<file path="src/rtl/pds_pkg.sv">
// ----------------------------------------------------------------------------
// pds_pkg: shared widths, codes and types for the PLL divider search
// Field widths, status codes, register indexes and reset values.
// ----------------------------------------------------------------------------
`default_nettype none

package pds_pkg;

   // field widths
   localparam int TARGET_W      = 30;
   localparam int REF_W         = 27;
   localparam int SEL_W         = 2;
   localparam int STATUS_W      = 3;
   localparam int PREDIV_CODE_W = 3;
   localparam int MULT_CODE_W   = 7;
   localparam int POST_CODE_W   = 3;
   localparam int ERR_W         = 31;
   localparam int VCO_W         = 31;
   localparam int SYSCLK_W      = 30;

   // config port
   localparam int CSR_IDX_W  = 2;
   localparam int CSR_DATA_W = 31;

   localparam logic [CSR_IDX_W-1:0] CSR_VCO_MAX    = 2'd0;
   localparam logic [CSR_IDX_W-1:0] CSR_SYSCLK_MAX = 2'd1;

   localparam logic [VCO_W-1:0]    VCO_MAX_RESET    = 31'd840000000;
   localparam logic [SYSCLK_W-1:0] SYSCLK_MAX_RESET = 30'd252000000;

   // result status codes
   localparam logic [STATUS_W-1:0] STATUS_OK       = 3'd0;
   localparam logic [STATUS_W-1:0] STATUS_BUSY     = 3'd1;
   localparam logic [STATUS_W-1:0] STATUS_TOO_HIGH = 3'd2;
   localparam logic [STATUS_W-1:0] STATUS_BAD_SRC  = 3'd3;
   localparam logic [STATUS_W-1:0] STATUS_NO_POST  = 3'd4;

   // reference select codes
   localparam logic [SEL_W-1:0] SEL_POSC = 2'd0;
   localparam logic [SEL_W-1:0] SEL_FRC  = 2'd1;

   // post-divider starts at 32 = 1 << 5
   localparam logic [POST_CODE_W-1:0] POST_CODE_START = 3'b101;
   localparam int POST_SHIFT_W = TARGET_W + 5;

   localparam logic [ERR_W-1:0] NO_ERROR_YET = 31'h7FFF_FFFF;

   // status back from the multiplier divider
   typedef struct packed {
      logic done;
      logic overflow;
   } mdiv_status_type;

endpackage

`default_nettype wire

</file>
<file path="src/rtl/pds_req_if.sv">
// ----------------------------------------------------------------------------
// pds_req_if: request channel of the PLL divider search
// valid/ready handshake carrying one frequency request per beat.
// ----------------------------------------------------------------------------
`default_nettype none

interface pds_req_if;
   logic                          valid;
   logic                          ready;
   logic [pds_pkg::TARGET_W-1:0]  target_hz;
   logic [pds_pkg::REF_W-1:0]     ref_hz;
   logic [pds_pkg::SEL_W-1:0]     ref_select;
   logic                          pll_in_use;

   modport source (output valid, output target_hz, output ref_hz, output ref_select,
                   output pll_in_use, input ready);
   modport sink   (input valid, input target_hz, input ref_hz, input ref_select,
                   input pll_in_use, output ready);
endinterface

`default_nettype wire

</file>
<file path="src/rtl/pds_rsp_if.sv">
// ----------------------------------------------------------------------------
// pds_rsp_if: result channel of the PLL divider search
// valid/ready handshake carrying one PLL setting per beat.
// ----------------------------------------------------------------------------
`default_nettype none

interface pds_rsp_if;
   logic                              valid;
   logic                              ready;
   logic [pds_pkg::STATUS_W-1:0]      status;
   logic [pds_pkg::PREDIV_CODE_W-1:0] prediv_code;
   logic [pds_pkg::MULT_CODE_W-1:0]   mult_code;
   logic [pds_pkg::POST_CODE_W-1:0]   postdiv_code;
   logic                              input_is_frc;
   logic [pds_pkg::ERR_W-1:0]         best_error_hz;

   modport source (output valid, output status, output prediv_code, output mult_code,
                   output postdiv_code, output input_is_frc, output best_error_hz,
                   input ready);
   modport sink   (input valid, input status, input prediv_code, input mult_code,
                   input postdiv_code, input input_is_frc, input best_error_hz,
                   output ready);
endinterface

`default_nettype wire

</file>
<file path="src/rtl/pds_fin_div.sv">
// ----------------------------------------------------------------------------
// pds_fin_div: bit-serial divider for the PLL input frequency
// Divides the reference frequency by the pre-divider, one quotient bit
// per cycle; the quotient shifts into the dividend register.
// ----------------------------------------------------------------------------
`default_nettype none

module pds_fin_div #(
   parameter int DVS_W = 4
) (
   input  wire logic                       clock,
   input  wire logic                       reset,
   input  wire logic                       start,
   input  wire logic [pds_pkg::REF_W-1:0]  dividend,
   input  wire logic [DVS_W-1:0]           divisor,
   output logic                            done,
   output logic [pds_pkg::REF_W-1:0]       quotient
);

   localparam int RW    = pds_pkg::REF_W;
   localparam int CNT_W = $clog2(RW);
   localparam logic [CNT_W-1:0] CNT_LAST = CNT_W'(RW - 1);

   logic [RW-1:0]    num_ff, num_in;
   logic [DVS_W-1:0] rem_ff, rem_in;
   logic [DVS_W-1:0] dvs_ff, dvs_in;
   logic [CNT_W-1:0] cnt_ff, cnt_in;
   logic             run_ff, run_in;
   logic             done_ff, done_in;
   logic [DVS_W:0]   trial;
   logic [DVS_W:0]   diff;
   logic             ge;

   always_comb begin
      trial   = {rem_ff, num_ff[RW-1]};
      ge      = trial >= {1'b0, dvs_ff};
      diff    = trial - {1'b0, dvs_ff};
      num_in  = num_ff;
      rem_in  = rem_ff;
      dvs_in  = dvs_ff;
      cnt_in  = cnt_ff;
      run_in  = run_ff;
      done_in = 1'b0;
      if (start) begin
         num_in = dividend;
         rem_in = '0;
         dvs_in = divisor;
         cnt_in = CNT_LAST;
         run_in = 1'b1;
      end else if (run_ff) begin
         // trial < 2*divisor, so the partial remainder fits DVS_W bits
         rem_in = ge ? diff[DVS_W-1:0] : trial[DVS_W-1:0];
         num_in = {num_ff[RW-2:0], ge};
         if (cnt_ff == '0) begin
            run_in  = 1'b0;
            done_in = 1'b1;
         end else begin
            cnt_in = cnt_ff - 1'b1;
         end
      end
   end

   always_ff @(posedge clock) begin
      if (reset) begin
         run_ff  <= 1'b0;
         done_ff <= 1'b0;
      end else begin
         run_ff  <= run_in;
         done_ff <= done_in;
      end
      num_ff <= num_in;
      rem_ff <= rem_in;
      dvs_ff <= dvs_in;
      cnt_ff <= cnt_in;
   end

   assign done     = done_ff;
   assign quotient = num_ff;

endmodule

`default_nettype wire

</file>
<file path="src/rtl/pds_mult_div.sv">
// ----------------------------------------------------------------------------
// pds_mult_div: short restoring divider for the PLL multiplier
// Finds VCO / fin with a quotient of Q_W bits, one bit per cycle, and
// flags overflow when the quotient would not fit.
// ----------------------------------------------------------------------------
`default_nettype none

module pds_mult_div #(
   parameter int Q_W = 8
) (
   input  wire logic                        clock,
   input  wire logic                        reset,
   input  wire logic                        start,
   input  wire logic [pds_pkg::VCO_W-1:0]   dividend,
   input  wire logic [pds_pkg::REF_W-1:0]   divisor,
   output pds_pkg::mdiv_status_type         status,
   output logic [Q_W-1:0]                   quotient,
   output logic [pds_pkg::VCO_W-1:0]        remainder
);

   localparam int VW   = pds_pkg::VCO_W;
   localparam int DW   = VW + Q_W;
   localparam int CW   = $clog2(Q_W + 1);
   localparam logic [CW-1:0] CNT_TOP = CW'(Q_W);

   logic [VW-1:0]  rem_ff, rem_in;
   logic [DW-1:0]  dvs_ff, dvs_in;
   logic [Q_W-1:0] q_ff, q_in;
   logic [CW-1:0]  cnt_ff, cnt_in;
   logic           run_ff, run_in;
   logic           done_ff, done_in;
   logic           ovf_ff, ovf_in;
   logic           ge;
   logic [VW-1:0]  diff;

   always_comb begin
      ge      = {{Q_W{1'b0}}, rem_ff} >= dvs_ff;
      diff    = rem_ff - dvs_ff[VW-1:0];
      rem_in  = rem_ff;
      dvs_in  = dvs_ff;
      q_in    = q_ff;
      cnt_in  = cnt_ff;
      run_in  = run_ff;
      ovf_in  = ovf_ff;
      done_in = 1'b0;
      if (start) begin
         rem_in = dividend;
         dvs_in = DW'(divisor) << Q_W;
         cnt_in = CNT_TOP;
         run_in = 1'b1;
         ovf_in = 1'b0;
      end else if (run_ff) begin
         if (cnt_ff == CNT_TOP) begin
            // quotient of Q_W+1 bits or more: out of range
            if (ge) begin
               run_in  = 1'b0;
               done_in = 1'b1;
               ovf_in  = 1'b1;
            end else begin
               dvs_in = dvs_ff >> 1;
               cnt_in = cnt_ff - 1'b1;
            end
         end else begin
            if (ge) begin
               rem_in = diff;
            end
            q_in   = {q_ff[Q_W-2:0], ge};
            dvs_in = dvs_ff >> 1;
            if (cnt_ff == '0) begin
               run_in  = 1'b0;
               done_in = 1'b1;
            end else begin
               cnt_in = cnt_ff - 1'b1;
            end
         end
      end
   end

   always_ff @(posedge clock) begin
      if (reset) begin
         run_ff  <= 1'b0;
         done_ff <= 1'b0;
         ovf_ff  <= 1'b0;
      end else begin
         run_ff  <= run_in;
         done_ff <= done_in;
         ovf_ff  <= ovf_in;
      end
      rem_ff <= rem_in;
      dvs_ff <= dvs_in;
      q_ff   <= q_in;
      cnt_ff <= cnt_in;
   end

   assign status.done     = done_ff;
   assign status.overflow = ovf_ff;
   assign quotient        = q_ff;
   assign remainder       = rem_ff;

endmodule

`default_nettype wire

</file>
<file path="src/rtl/pll_divider_search.sv">
// ----------------------------------------------------------------------------
// pll_divider_search: PLL pre-divider / multiplier / post-divider search
// Turns a requested system clock into PLL settings with serial dividers.
// ----------------------------------------------------------------------------
// Usage:
//   req_bus  carries one request per beat: target frequency, reference
//            frequency, reference select and the PLL-in-use flag.
//   rsp_bus  returns exactly one setting per request: status, codes for
//            pre-divider, multiplier and post-divider, input select and
//            the absolute VCO error of the chosen setting.
//   csr_*    write-only limits (VCO max, system clock max); write only
//            while no request is in flight.
// Sequence: a rejected request skips the search and goes through the
//   done state to the output register. An accepted one first runs the
//   post-divider search, then for each pre-divider a bit-serial division
//   of the reference and a short division for the multiplier, then
//   loads the output register. One request at a time.
// Reset: synchronous; returns to idle, restores the limit registers,
//   drops any result held in the output register.
// Stall: the result sits in an output register; the next request is
//   taken while it waits, and a finished search waits for it to drain.
// ----------------------------------------------------------------------------
`default_nettype none

module pll_divider_search #(
   parameter int MAX_PREDIV = 8,
   parameter int MAX_MULT   = 128
) (
   input  wire logic                              clock,
   input  wire logic                              reset,
   pds_req_if.sink                                req_bus,
   pds_rsp_if.source                              rsp_bus,
   input  wire logic                              csr_we,
   input  wire logic [pds_pkg::CSR_IDX_W-1:0]     csr_index,
   input  wire logic [pds_pkg::CSR_DATA_W-1:0]    csr_wdata
);

   localparam int PW  = $clog2(MAX_PREDIV + 1);   // pre-divider width
   localparam int Q_W = $clog2(MAX_MULT + 1);     // multiplier width
   localparam int SHW = pds_pkg::POST_SHIFT_W;
   localparam int VW  = pds_pkg::VCO_W;
   localparam int EW  = pds_pkg::ERR_W;

   localparam logic [PW-1:0]  PRE_LAST   = PW'(MAX_PREDIV);
   localparam logic [PW-1:0]  PRE_FIRST  = PW'(1);
   localparam logic [Q_W-1:0] MULT_LIMIT = Q_W'(MAX_MULT);
   localparam logic [Q_W-1:0] MULT_FIRST = Q_W'(1);

   typedef enum logic [6:0] {
      ST_IDLE       = 7'b0000001,
      ST_POST       = 7'b0000010,
      ST_FIN_START  = 7'b0000100,
      ST_FIN_WAIT   = 7'b0001000,
      ST_MULT_START = 7'b0010000,
      ST_MULT_WAIT  = 7'b0100000,
      ST_DONE       = 7'b1000000
   } state_type;

   state_type state_ff, state_in;

   // limit registers
   logic [VW-1:0]                 vco_max_ff, vco_max_in;
   logic [pds_pkg::SYSCLK_W-1:0]  sysclk_max_ff, sysclk_max_in;

   // request working registers
   logic [pds_pkg::REF_W-1:0]     ref_ff, ref_in;
   logic                          frc_ff, frc_in;
   logic [pds_pkg::STATUS_W-1:0]  status_ff, status_in;
   logic [SHW-1:0]                vco_ff, vco_in;        // target << post code
   logic [pds_pkg::POST_CODE_W-1:0] post_code_ff, post_code_in;
   logic [PW-1:0]                 pre_ff, pre_in;

   // best setting so far
   logic [PW-1:0]                 best_pre_ff, best_pre_in;
   logic [Q_W-1:0]                best_mult_ff, best_mult_in;
   logic [EW-1:0]                 best_err_ff, best_err_in;

   // output register
   logic                               rsp_valid_ff, rsp_valid_in;
   logic [pds_pkg::STATUS_W-1:0]       rsp_status_ff, rsp_status_in;
   logic [pds_pkg::PREDIV_CODE_W-1:0]  rsp_pre_ff, rsp_pre_in;
   logic [pds_pkg::MULT_CODE_W-1:0]    rsp_mult_ff, rsp_mult_in;
   logic [pds_pkg::POST_CODE_W-1:0]    rsp_post_ff, rsp_post_in;
   logic                               rsp_frc_ff, rsp_frc_in;
   logic [EW-1:0]                      rsp_err_ff, rsp_err_in;

   logic                          req_accept;
   logic                          fin_start;
   logic                          fin_done;
   logic [pds_pkg::REF_W-1:0]     fin_q;
   logic                          mult_start;
   pds_pkg::mdiv_status_type      mstat;
   logic [Q_W-1:0]                mdiv_q;
   logic [VW-1:0]                 mdiv_rem;
   logic                          cand_ok;
   logic [PW-1:0]                 pre_m1;
   logic [Q_W-1:0]                mult_m1;

   // ------------------------------------------------------------------
   // serial dividers
   // ------------------------------------------------------------------
   pds_fin_div #(
      .DVS_W (PW)
   ) u_fin_div (
      .clock    (clock),
      .reset    (reset),
      .start    (fin_start),
      .dividend (ref_ff),
      .divisor  (pre_ff),
      .done     (fin_done),
      .quotient (fin_q)
   );

   pds_mult_div #(
      .Q_W (Q_W)
   ) u_mult_div (
      .clock     (clock),
      .reset     (reset),
      .start     (mult_start),
      .dividend  (vco_ff[VW-1:0]),
      .divisor   (fin_q),
      .status    (mstat),
      .quotient  (mdiv_q),
      .remainder (mdiv_rem)
   );

   assign req_bus.ready = (state_ff == ST_IDLE);
   assign req_accept    = req_bus.valid && req_bus.ready;
   assign fin_start     = (state_ff == ST_FIN_START);
   assign mult_start    = (state_ff == ST_MULT_START);

   // a trial counts only for multipliers 1..MAX_MULT
   assign cand_ok = !mstat.overflow && (mdiv_q != '0) && (mdiv_q <= MULT_LIMIT);

   assign pre_m1  = best_pre_ff - 1'b1;
   assign mult_m1 = best_mult_ff - 1'b1;

   // ------------------------------------------------------------------
   // config writes
   // ------------------------------------------------------------------
   always_comb begin
      vco_max_in    = vco_max_ff;
      sysclk_max_in = sysclk_max_ff;
      if (csr_we) begin
         unique case (csr_index)
            pds_pkg::CSR_VCO_MAX:    vco_max_in    = csr_wdata;
            pds_pkg::CSR_SYSCLK_MAX: sysclk_max_in = csr_wdata[pds_pkg::SYSCLK_W-1:0];
            default: ;   // unmapped index: ignored
         endcase
      end
   end

   // ------------------------------------------------------------------
   // sequencer
   // ------------------------------------------------------------------
   always_comb begin
      state_in      = state_ff;
      ref_in        = ref_ff;
      frc_in        = frc_ff;
      status_in     = status_ff;
      vco_in        = vco_ff;
      post_code_in  = post_code_ff;
      pre_in        = pre_ff;
      best_pre_in   = best_pre_ff;
      best_mult_in  = best_mult_ff;
      best_err_in   = best_err_ff;
      rsp_status_in = rsp_status_ff;
      rsp_pre_in    = rsp_pre_ff;
      rsp_mult_in   = rsp_mult_ff;
      rsp_post_in   = rsp_post_ff;
      rsp_frc_in    = rsp_frc_ff;
      rsp_err_in    = rsp_err_ff;
      rsp_valid_in  = rsp_valid_ff && !rsp_bus.ready;

      unique case (state_ff)
         ST_IDLE: begin
            if (req_accept) begin
               ref_in       = req_bus.ref_hz;
               frc_in       = (req_bus.ref_select == pds_pkg::SEL_FRC);
               vco_in       = SHW'(req_bus.target_hz) << pds_pkg::POST_CODE_START;
               post_code_in = pds_pkg::POST_CODE_START;
               pre_in       = PRE_FIRST;
               best_pre_in  = PRE_FIRST;
               best_mult_in = MULT_FIRST;
               best_err_in  = pds_pkg::NO_ERROR_YET;
               // first failing check wins
               if (req_bus.pll_in_use) begin
                  status_in = pds_pkg::STATUS_BUSY;
               end else if (req_bus.target_hz > pds_pkg::TARGET_W'(sysclk_max_ff)) begin
                  status_in = pds_pkg::STATUS_TOO_HIGH;
               end else if (req_bus.ref_select != pds_pkg::SEL_POSC &&
                            req_bus.ref_select != pds_pkg::SEL_FRC) begin
                  status_in = pds_pkg::STATUS_BAD_SRC;
               end else if (req_bus.ref_hz < pds_pkg::REF_W'(MAX_PREDIV)) begin
                  // keeps ref / prediv above zero
                  status_in = pds_pkg::STATUS_BAD_SRC;
               end else begin
                  status_in = pds_pkg::STATUS_OK;
               end
               state_in = (status_in == pds_pkg::STATUS_OK) ? ST_POST : ST_DONE;
            end
         end
         ST_POST: begin
            // halve the post-divider while the VCO would exceed its limit
            if (post_code_ff == '0) begin
               status_in = pds_pkg::STATUS_NO_POST;
               state_in  = ST_DONE;
            end else if (vco_ff > SHW'(vco_max_ff)) begin
               vco_in       = vco_ff >> 1;
               post_code_in = post_code_ff - 1'b1;
            end else begin
               state_in = ST_FIN_START;
            end
         end
         ST_FIN_START: begin
            state_in = ST_FIN_WAIT;
         end
         ST_FIN_WAIT: begin
            if (fin_done) begin
               state_in = ST_MULT_START;
            end
         end
         ST_MULT_START: begin
            state_in = ST_MULT_WAIT;
         end
         ST_MULT_WAIT: begin
            if (mstat.done) begin
               // error is the division remainder; strict compare keeps the first
               if (cand_ok && (mdiv_rem < best_err_ff)) begin
                  best_pre_in  = pre_ff;
                  best_mult_in = mdiv_q;
                  best_err_in  = mdiv_rem;
               end
               if (pre_ff == PRE_LAST) begin
                  state_in = ST_DONE;
               end else begin
                  pre_in   = pre_ff + 1'b1;
                  state_in = ST_FIN_START;
               end
            end
         end
         ST_DONE: begin
            if (!rsp_valid_ff || rsp_bus.ready) begin
               rsp_valid_in  = 1'b1;
               rsp_status_in = status_ff;
               if (status_ff == pds_pkg::STATUS_OK) begin
                  rsp_pre_in  = pds_pkg::PREDIV_CODE_W'(pre_m1);
                  rsp_mult_in = pds_pkg::MULT_CODE_W'(mult_m1);
                  rsp_post_in = post_code_ff;
                  rsp_frc_in  = frc_ff;
                  rsp_err_in  = best_err_ff;
               end else begin
                  rsp_pre_in  = '0;
                  rsp_mult_in = '0;
                  rsp_post_in = '0;
                  rsp_frc_in  = 1'b0;
                  rsp_err_in  = '0;
               end
               state_in = ST_IDLE;
            end
         end
         default: begin
            state_in = ST_IDLE;
         end
      endcase
   end

   always_ff @(posedge clock) begin
      if (reset) begin
         state_ff      <= ST_IDLE;
         vco_max_ff    <= pds_pkg::VCO_MAX_RESET;
         sysclk_max_ff <= pds_pkg::SYSCLK_MAX_RESET;
         rsp_valid_ff  <= 1'b0;
         best_pre_ff   <= PRE_FIRST;
         best_mult_ff  <= MULT_FIRST;
         best_err_ff   <= pds_pkg::NO_ERROR_YET;
      end else begin
         state_ff      <= state_in;
         vco_max_ff    <= vco_max_in;
         sysclk_max_ff <= sysclk_max_in;
         rsp_valid_ff  <= rsp_valid_in;
         best_pre_ff   <= best_pre_in;
         best_mult_ff  <= best_mult_in;
         best_err_ff   <= best_err_in;
      end
      ref_ff        <= ref_in;
      frc_ff        <= frc_in;
      status_ff     <= status_in;
      vco_ff        <= vco_in;
      post_code_ff  <= post_code_in;
      pre_ff        <= pre_in;
      rsp_status_ff <= rsp_status_in;
      rsp_pre_ff    <= rsp_pre_in;
      rsp_mult_ff   <= rsp_mult_in;
      rsp_post_ff   <= rsp_post_in;
      rsp_frc_ff    <= rsp_frc_in;
      rsp_err_ff    <= rsp_err_in;
   end

   assign rsp_bus.valid         = rsp_valid_ff;
   assign rsp_bus.status        = rsp_status_ff;
   assign rsp_bus.prediv_code   = rsp_pre_ff;
   assign rsp_bus.mult_code     = rsp_mult_ff;
   assign rsp_bus.postdiv_code  = rsp_post_ff;
   assign rsp_bus.input_is_frc  = rsp_frc_ff;
   assign rsp_bus.best_error_hz = rsp_err_ff;

   // ------------------------------------------------------------------
   // assertions
   // ------------------------------------------------------------------
   a_err_fields_zero: assert property (@(posedge clock) disable iff (reset)
      rsp_valid_ff && (rsp_status_ff != pds_pkg::STATUS_OK) |->
         (rsp_pre_ff == '0) && (rsp_mult_ff == '0) && (rsp_post_ff == '0) &&
         !rsp_frc_ff && (rsp_err_ff == '0))
      else $error("error beat carries nonzero setting fields");

   a_ok_post_range: assert property (@(posedge clock) disable iff (reset)
      rsp_valid_ff && (rsp_status_ff == pds_pkg::STATUS_OK) |->
         (rsp_post_ff != '0) && (rsp_post_ff <= pds_pkg::POST_CODE_START))
      else $error("ok beat with post-divider code out of range");

   a_best_mult_range: assert property (@(posedge clock) disable iff (reset)
      (best_err_ff != pds_pkg::NO_ERROR_YET) |->
         (best_mult_ff != '0) && (best_mult_ff <= MULT_LIMIT))
      else $error("kept multiplier outside 1..MAX_MULT");

   a_rem_below_fin: assert property (@(posedge clock) disable iff (reset)
      (state_ff == ST_MULT_WAIT) && mstat.done && !mstat.overflow |->
         (mdiv_rem < VW'(fin_q)))
      else $error("multiplier division remainder not below input frequency");

endmodule

`default_nettype wire

</file>
<file path="src/flat_wrapper.sv">
// flat-port wrapper written by rule: the top's interface ports become plain ports
module pll_divider_search_flat 
#(
   parameter int MAX_PREDIV = 8,
   parameter int MAX_MULT   = 128
)
  (clock, reset, csr_we, csr_index, csr_wdata, req_bus_valid, req_bus_target_hz, req_bus_ref_hz, req_bus_ref_select, req_bus_pll_in_use, req_bus_ready, rsp_bus_valid, rsp_bus_status, rsp_bus_prediv_code, rsp_bus_mult_code, rsp_bus_postdiv_code, rsp_bus_input_is_frc, rsp_bus_best_error_hz, rsp_bus_ready);
  pds_req_if req_bus_i ();
  pds_rsp_if rsp_bus_i ();
  input  wire logic clock;
  input  wire logic reset;
  input  wire logic csr_we;
  input  wire logic [pds_pkg::CSR_IDX_W-1:0] csr_index;
  input  wire logic [pds_pkg::CSR_DATA_W-1:0] csr_wdata;
  input wire logic [$bits(req_bus_i.valid)-1:0] req_bus_valid;
  input wire logic [$bits(req_bus_i.target_hz)-1:0] req_bus_target_hz;
  input wire logic [$bits(req_bus_i.ref_hz)-1:0] req_bus_ref_hz;
  input wire logic [$bits(req_bus_i.ref_select)-1:0] req_bus_ref_select;
  input wire logic [$bits(req_bus_i.pll_in_use)-1:0] req_bus_pll_in_use;
  output wire logic [$bits(req_bus_i.ready)-1:0] req_bus_ready;
  output wire logic [$bits(rsp_bus_i.valid)-1:0] rsp_bus_valid;
  output wire logic [$bits(rsp_bus_i.status)-1:0] rsp_bus_status;
  output wire logic [$bits(rsp_bus_i.prediv_code)-1:0] rsp_bus_prediv_code;
  output wire logic [$bits(rsp_bus_i.mult_code)-1:0] rsp_bus_mult_code;
  output wire logic [$bits(rsp_bus_i.postdiv_code)-1:0] rsp_bus_postdiv_code;
  output wire logic [$bits(rsp_bus_i.input_is_frc)-1:0] rsp_bus_input_is_frc;
  output wire logic [$bits(rsp_bus_i.best_error_hz)-1:0] rsp_bus_best_error_hz;
  input wire logic [$bits(rsp_bus_i.ready)-1:0] rsp_bus_ready;
  assign req_bus_i.valid = req_bus_valid;
  assign req_bus_i.target_hz = req_bus_target_hz;
  assign req_bus_i.ref_hz = req_bus_ref_hz;
  assign req_bus_i.ref_select = req_bus_ref_select;
  assign req_bus_i.pll_in_use = req_bus_pll_in_use;
  assign req_bus_ready = req_bus_i.ready;
  assign rsp_bus_valid = rsp_bus_i.valid;
  assign rsp_bus_status = rsp_bus_i.status;
  assign rsp_bus_prediv_code = rsp_bus_i.prediv_code;
  assign rsp_bus_mult_code = rsp_bus_i.mult_code;
  assign rsp_bus_postdiv_code = rsp_bus_i.postdiv_code;
  assign rsp_bus_input_is_frc = rsp_bus_i.input_is_frc;
  assign rsp_bus_best_error_hz = rsp_bus_i.best_error_hz;
  assign rsp_bus_i.ready = rsp_bus_ready;
  pll_divider_search #(.MAX_PREDIV(MAX_PREDIV), .MAX_MULT(MAX_MULT)) u_core (.clock(clock), .reset(reset), .req_bus(req_bus_i), .rsp_bus(rsp_bus_i), .csr_we(csr_we), .csr_index(csr_index), .csr_wdata(csr_wdata));
endmodule
</file>
<file path="config.mk">
export PLATFORM = sky130hd
export DESIGN_NAME = pll_divider_search_flat
export DESIGN_NICKNAME = d
export VERILOG_FILES = /design/src/rtl/pds_pkg.sv /design/src/rtl/pds_req_if.sv /design/src/rtl/pds_rsp_if.sv /design/src/rtl/pds_fin_div.sv /design/src/rtl/pds_mult_div.sv /design/src/rtl/pll_divider_search.sv /design/src/flat_wrapper.sv
export SDC_FILE = /design/constraint.sdc
export NUM_CORES = 1
export LEC_CHECK = 0
export ABC_CLOCK_PERIOD_IN_PS = 9500
export BUFFER_PORTS_ARGS = -buffer_cell sky130_fd_sc_hd__buf_4
export CELL_PAD_IN_SITES_DETAIL_PLACEMENT = 1
export CELL_PAD_IN_SITES_GLOBAL_PLACEMENT = 2
export CORE_MARGIN = 2
export CORE_UTILIZATION = 41
export CTS_CLUSTER_SIZE = 20
export DETAILED_ROUTE_END_ITERATION = 8
export GPL_ROUTABILITY_DRIVEN = 1
export PLACE_DENSITY_LB_ADDON = 0.1
export SYNTH_ARGS = -nofsm -noshare
export SYNTH_HDL_FRONTEND = slang
export SYNTH_SLANG_ARGS = --single-unit
</file>
<file path="constraint.sdc">
create_clock -name clock -period 9.5 [get_ports clock]
set_input_delay 1.9 -clock clock [delete_from_list [all_inputs] [get_ports clock]]
set_output_delay 1.9 -clock clock [all_outputs]
set_load 0.005 [all_outputs]
</file>
## After elaboration in Yosys (flattened, before gate mapping)

Cells that the tools add are included.
W data, S select, Z words.

| cells by class | value |
|---|---|
| add/subtract/negate cells | 8 |
| magnitude comparators | 7 |
| eq/ne operators | 26 |
| multiplexer cells | 69 |
| bitwise operators | 5 |
| reductions and logical operators | 42 |

Operators by type and width:

| operator | count |
|---|---|
| $mux W31 | 7 |
| $mux W35 | 5 |
| $mux W39 | 2 |
| $mux W7 | 11 |
| $pmux W35 S2 | 1 |
| $pmux W31 S2 | 1 |
| $mux W27 | 2 |
| $pmux W7 S7 | 1 |
| $ge A31 B39 Y1 | 1 |
| $mux W3 | 12 |
| $gt A35 B31 Y1 | 1 |
| $lt A31 B31 Y1 | 1 |
| $sub A31 B31 Y31 | 1 |
| $gt A30 B30 Y1 | 1 |
| $mux W4 | 7 |
| $lt A27 B4 Y1 const B | 1 |
| $pmux W3 S2 | 3 |
| $reduce_and A3 Y1 | 5 |
| $mux W1 | 14 |
| $ne A2 B2 Y1 const B | 7 |
| $pmux W7 S2 | 1 |
| $reduce_and A2 Y1 | 7 |
| $ne A2 B1 Y1 const B | 6 |
| $reduce_and A4 Y1 | 3 |
| other kinds (33) | 56 |

| storage, ports and cells | value |
|---|---|
| bits in registers | 358 |
| input port bits | 98 |
| logic and storage cells | 190 |

## Logic depth before layout (Yosys ltp)

| depth | value |
|---|---|
| depth after elaboration | 11 |
| gate-level depth with buffers | 13 |
| gate-level depth less buffers | 11 |

## Hierarchy

Synthesis repeated with hierarchy kept, for this count alone.

| unflattened totals | value |
|---|---|
| cells, all modules | 1832 |
| area total of the unflattened synthesis | 18122.4 µm² |

By module, submodules not included:

| module | instances | cells each | area an instance (µm²) |
|---|---|---|---|
| pll_divider_search | 1 | 1165 | 11101.9 |
| pds_mult_div | 1 | 532 | 5134.9 |
| pds_fin_div | 1 | 135 | 1885.6 |

## Worst setup path after synthesis

OpenSTA, ideal clock, no wires.

| timing | value |
|---|---|
| path kind | register to register |
| start | register u_core.vco_ff[25] |
| end | register u_core.post_code_ff[0] in the netlist's numbering, enable pin |
| library setup time | 0.486 ns |
| arrival time | 4.557 ns |
| required time | 9.014 ns |
| path slack | 4.457 ns |
| stages on the path, launching flop included | 8 |
| buffers on the path | 0 |
| clock period less this slack | 5.043 ns |
| cell sequence | edfxtp_1 -> ha_1 -> nand4_1 -> or4_1 -> or3_1 -> a31oi_1 -> nor2_1 -> o21ai_0 |

| on the way | value |
|---|---|
| cells in the longest elaborated chain, start to end | 3 |

RTL lines:

| what | RTL line | RTL |
|---|---|---|
| start, declared | pll_divider_search.sv:69 | `logic [SHW-1:0] vco_ff, vco_in;` |
| start signal, assigned | pll_divider_search.sv:289 | `vco_ff <= vco_in;` |
| $gt A35 B31 Y1 | pll_divider_search.sv:208 | `end else if (vco_ff > SHW'(vco_max_ff)) begin` |
| $ne A2 B1 Y1 (no line) | - |  |
| $reduce_and A4 Y1 (no line) | - |  |
| end signal, assigned | pll_divider_search.sv:290 | `post_code_ff <= post_code_in;` |
| end, declared | pll_divider_search.sv:70 | `logic [pds_pkg::POST_CODE_W-1:0] post_code_ff, post_code_in;` |

Every way passes these cells.
A chain may end at the register's enable or synchronous reset.

## Final worst setup path

| timing | value |
|---|---|
| start | register u_core.u_mult_div.rem_ff[7], in the netlist u_core.u_mult_div.remainder[7] |
| end | register u_core.u_mult_div.dvs_ff[33], enable pin |

| on the way | value |
|---|---|
| cells in the longest elaborated chain, start to end | 3 |

RTL lines:

| what | RTL line | RTL |
|---|---|---|
| start, declared | pds_mult_div.sv:26 | `logic [VW-1:0] rem_ff, rem_in;` |
| start signal, assigned | pds_mult_div.sv:89 | `rem_ff <= rem_in;` |
| $ge A31 B39 Y1 | pds_mult_div.sv:37 | `ge = {{Q_W{1'b0}}, rem_ff} >= dvs_ff;` |
| $ne A3 B2 Y1 (no line) | - |  |
| $reduce_and A2 Y1 (no line) | - |  |
| end signal, assigned | pds_mult_div.sv:90 | `dvs_ff <= dvs_in;` |
| end, declared | pds_mult_div.sv:27 | `logic [DW-1:0] dvs_ff, dvs_in;` |

Every way passes these cells.

==> results.py <==
metrics = {
    "outcome": {
        "status": "complete, no violations",
    },
    "placement": {
        "place.gp.congestion": 0.8499,
        "place_area_sq_mm": 0.02065,
        "dp_cells": 2716,
        "dp_hpwl_mm": 40.97,
        "port_buffers": 147,
    },
    "sta": {
        "report.final.hold_viol_count": 0,
        "slew_viol_final": 0,
        "slew_headroom_pct": 19.48,
        "max_freq_ghz": 0.2443,
        "finClkSkew_ns": 0.02239,
        "tns_ns": 0,
        "rsz0062_at_grt": "no",
        "fin_crit_ns": 4.094,
        "max_slew.worst_pin.slew_ns": 1.205,
        "setup_violations": 0,
        "min_period_over_period_pct": 43.09,
        "holdWs_ns": 0.4560,
    },
    "clock_network": {
        "clkTransAtPathRegs_ns": 0.06,
        "ctsHoldBuffers": 0,
        "clock_sinks": 354,
        "cts_resized": 0,
        "cts-root-buf": "clkbuf_16",
        "cts_buffers": 42,
        "htree_levels": 2,
        "cts_setup_buffers": 0,
        "cts_buffer_depth": 3,
        "cts_tree": "done",
        "insertion_delay_ns": 0.58,
    },
    "synthesis": {
        "synth_area_leaders": "edfxtp_1 34%, dfxtp_1 14%, ha_1 8.8%, nand2_1 8.0%, a21oi_1 3.2%",
        "yosys_warnings": 0,
        "synth_nets": 2291,
        "netlist_area_sq_mm": 0.01906,
        "ys_ff_latch": 354,
        "synthArstFlopShare_pct": 0,
        "syn_inst": 2057,
        "synth_top_area_cell": "edfxtp_1",
        "yosysTopAreaCellShare_pct": 34.35,
        "postSynthAreaPerCell_sq_um": 9.264,
        "yosys_most_used_dff": "edfxtp_1",
        "synth_cell_types": 75,
        "yosysSeqAreaShare_pct": 48.64,
        "synth_edf_count": 218,
    },
    "global_routing": {
        "grt_pass1_vias": 15843,
        "grt_pass1_wl_mm": 89.17,
        "overflow": 0,
        "antenna_found_initial": 0,
        "grt_max_degree": 114,
        "grt_usage_pct": 23.76,
    },
    "finish": {
        "finish.utilization_pct": 48.32,
        "antenna_cells": 0,
        "fin_cells": 2793,
        "fin_area_sq_mm": 0.02207,
        "fin_nets": 2394,
        "area_delta_synth_final_pct": 15.82,
        "drive_above_1_share_pct": 11.76,
    },
    "route": {
        "drc": 0,
        "via_per_inst": 5.517,
        "drt-initial-drc-count": 796,
        "wl_mm": 56.76,
        "vias": 15409,
        "dr.pass1.iters": 5,
        "wl_per_cell_microns": 20.32,
        "ant_nets": 0,
    },
    "floorplan": {
        "die_w_microns": 219.6,
        "die_h_microns": 219.6,
        "placementRows": 78,
        "initial_core_util_pct": 41.72,
        "core_region_area_sq_mm": 0.04567,
        "die_area_sq_mm": 0.04822,
        "io_pins": 148,
    },
    "critical_path": {
        "regToRegStartpoint": "u_core.u_mult_div.remainder[7]",
        "critPathKind": "reg2reg",
        "arrival_ns": 4.27,
        "worst_setup_path_end_kind": "flop",
        "r2r_setup_slack_ns": 5.41,
        "crit_required_ns": 9.68,
        "cp-start-kind": "flop",
        "rr_worst_depth": 10,
        "path_max_fanout": 27,
        "rr_endpoint": "u_core.u_mult_div.dvs_ff[33]",
    },
    "pwr": {
        "powerDensity_mw_per_mm2": 192.4,
        "p_leak_nw": 9.145,
        "ir_drop_mv": 0.1224,
    },
    "run": {
        "cap_violations": 0,
    },
    "hold_path": {
        "holdPathStages": 2,
        "hp-start": "u_core.vco_max_ff[15]",
        "worst_hold_path.endpoint": "u_core.vco_max_ff[15]",
        "hold_path.class": "reg2reg",
    },
}
worst max path at each step:
stage,start,end,slack [ns],cells after the start
final,u_core.u_mult_div.remainder[7],u_core.u_mult_div.dvs_ff[33],5.41,10
after global routing,u_core.u_mult_div.remainder[1],u_core.u_mult_div.dvs_ff[33],5.07,10
after CTS,u_core.u_mult_div.remainder[1],u_core.u_mult_div.dvs_ff[33],5.39,10
after detailed placement,reset,u_core.best_err_ff[1],5.15,7
after global placement,reset,u_core.best_pre_ff[0],5.17,7
after floorplan,u_core.vco_ff[25],u_core.post_code_ff[0],4.46,7
area by class of cell:
cell class	instances	area, sq um
well taps	600	750.7
repair buffers	168	1261
clock inverters	21	256.5
multi-input cells	1439	8787
clock buffers	56	1165
fillers	5232	23600
inverters	155	581.8
flip-flops and latches	354	9269
Yosys cell counts, types with 18 or more instances:
cell,instances
nor3_1,50
nand3_1,22
dfxtp_1,136
nor4_1,18
a21o_1,49
a211oi_1,42
edfxtp_1,218
inv_1,151
clkbuf_1,82
a21oi_1,121
nand2_1,405
ha_1,134
nand4_1,55
o211ai_1,28
o21ai_0,68
and3b_1,29
nor2_1,159
xnor2_1,18
a31oi_1,38
routing by layer:
layer,vias up,GRT usage (%),wire length [microns]
met5,-,0,0
met3,72,3.423,2194
met4,0,6.756,1297
met1,7605,32.36,26620
li1,7478,-,-
met2,254,39.35,26640
layout by cell type (no fill, tap or decap), types with 50 or more instances in the layout:
master	n
inv_1	151
nor2_1	159
edfxtp_1	218
nand2_1	405
buf_4	168
ha_1	134
dfxtp_1	136
nand4_1	55
o21ai_0	66
nor3_1	50
a21oi_1	120
registers in the layout, indices dropped and copies added (netlist names), 4 cells and up:
name / count
u_core.best_err_ff: 31
u_core.best_mult_ff: 7
u_core.pre_ff: 4
u_core.ref_ff: 27
u_core.rsp_bus.best_error_hz: 31
u_core.rsp_bus.mult_code: 7
u_core.state_ff: 7
u_core.sysclk_max_ff: 30
u_core.u_fin_div.cnt_ff: 5
u_core.u_fin_div.dvs_ff: 4
u_core.u_fin_div.quotient: 27
u_core.u_fin_div.rem_ff: 4
u_core.u_mult_div.cnt_ff: 4
u_core.u_mult_div.dvs_ff: 35
u_core.u_mult_div.quotient: 8
u_core.u_mult_div.remainder: 31
u_core.vco_ff: 35
u_core.vco_max_ff: 31
kinds of logic (layout without fill, tap and decap cells):
family,count (synthesis),in the layout,share of synthesized area (%)
AND/OR/NAND/NOR,839,839,20.51
multiplexers,16,16,0.8404
AO/OA/AOI/OAI,414,414,13.93
buffers and inverters,264,400,5.509
flip-flops,354,354,48.64
XOR/XNOR,34,34,1.563
adder cells (fa/ha/maj),136,136,9.009
where the power goes:
group | internal, mW | switching (mW) | leakage, nW
clock network | 1.02 | 0.667 | 0.702
registers | 1.84 | 0.123 | 3.10
logic | 0.217 | 0.379 | 5.34
per-stage QoR:
stage / total power, mW / setup WS [ns]
floorplan: 2.293 / 4.457
global placement: 2.562 / 5.170
detailed placement: 2.591 / 5.148
CTS: 4.296 / 5.392
global route: 4.429 / 5.071
finish: 4.246 / 5.406
critical path, stage by stage, from the launching register on:
cell and delay (ns):
edfxtp_1 0.46, ha_1 0.37, o21a_1 0.19, o21ai_1 0.31, nor3_1 0.13, a211oi_2 0.40
a31oi_1 0.23, a31oi_4 0.36, o21ai_1 0.12, buf_4 0.20, nand2_1 0.88
Note: power is estimated with default switching activity, not from simulation.
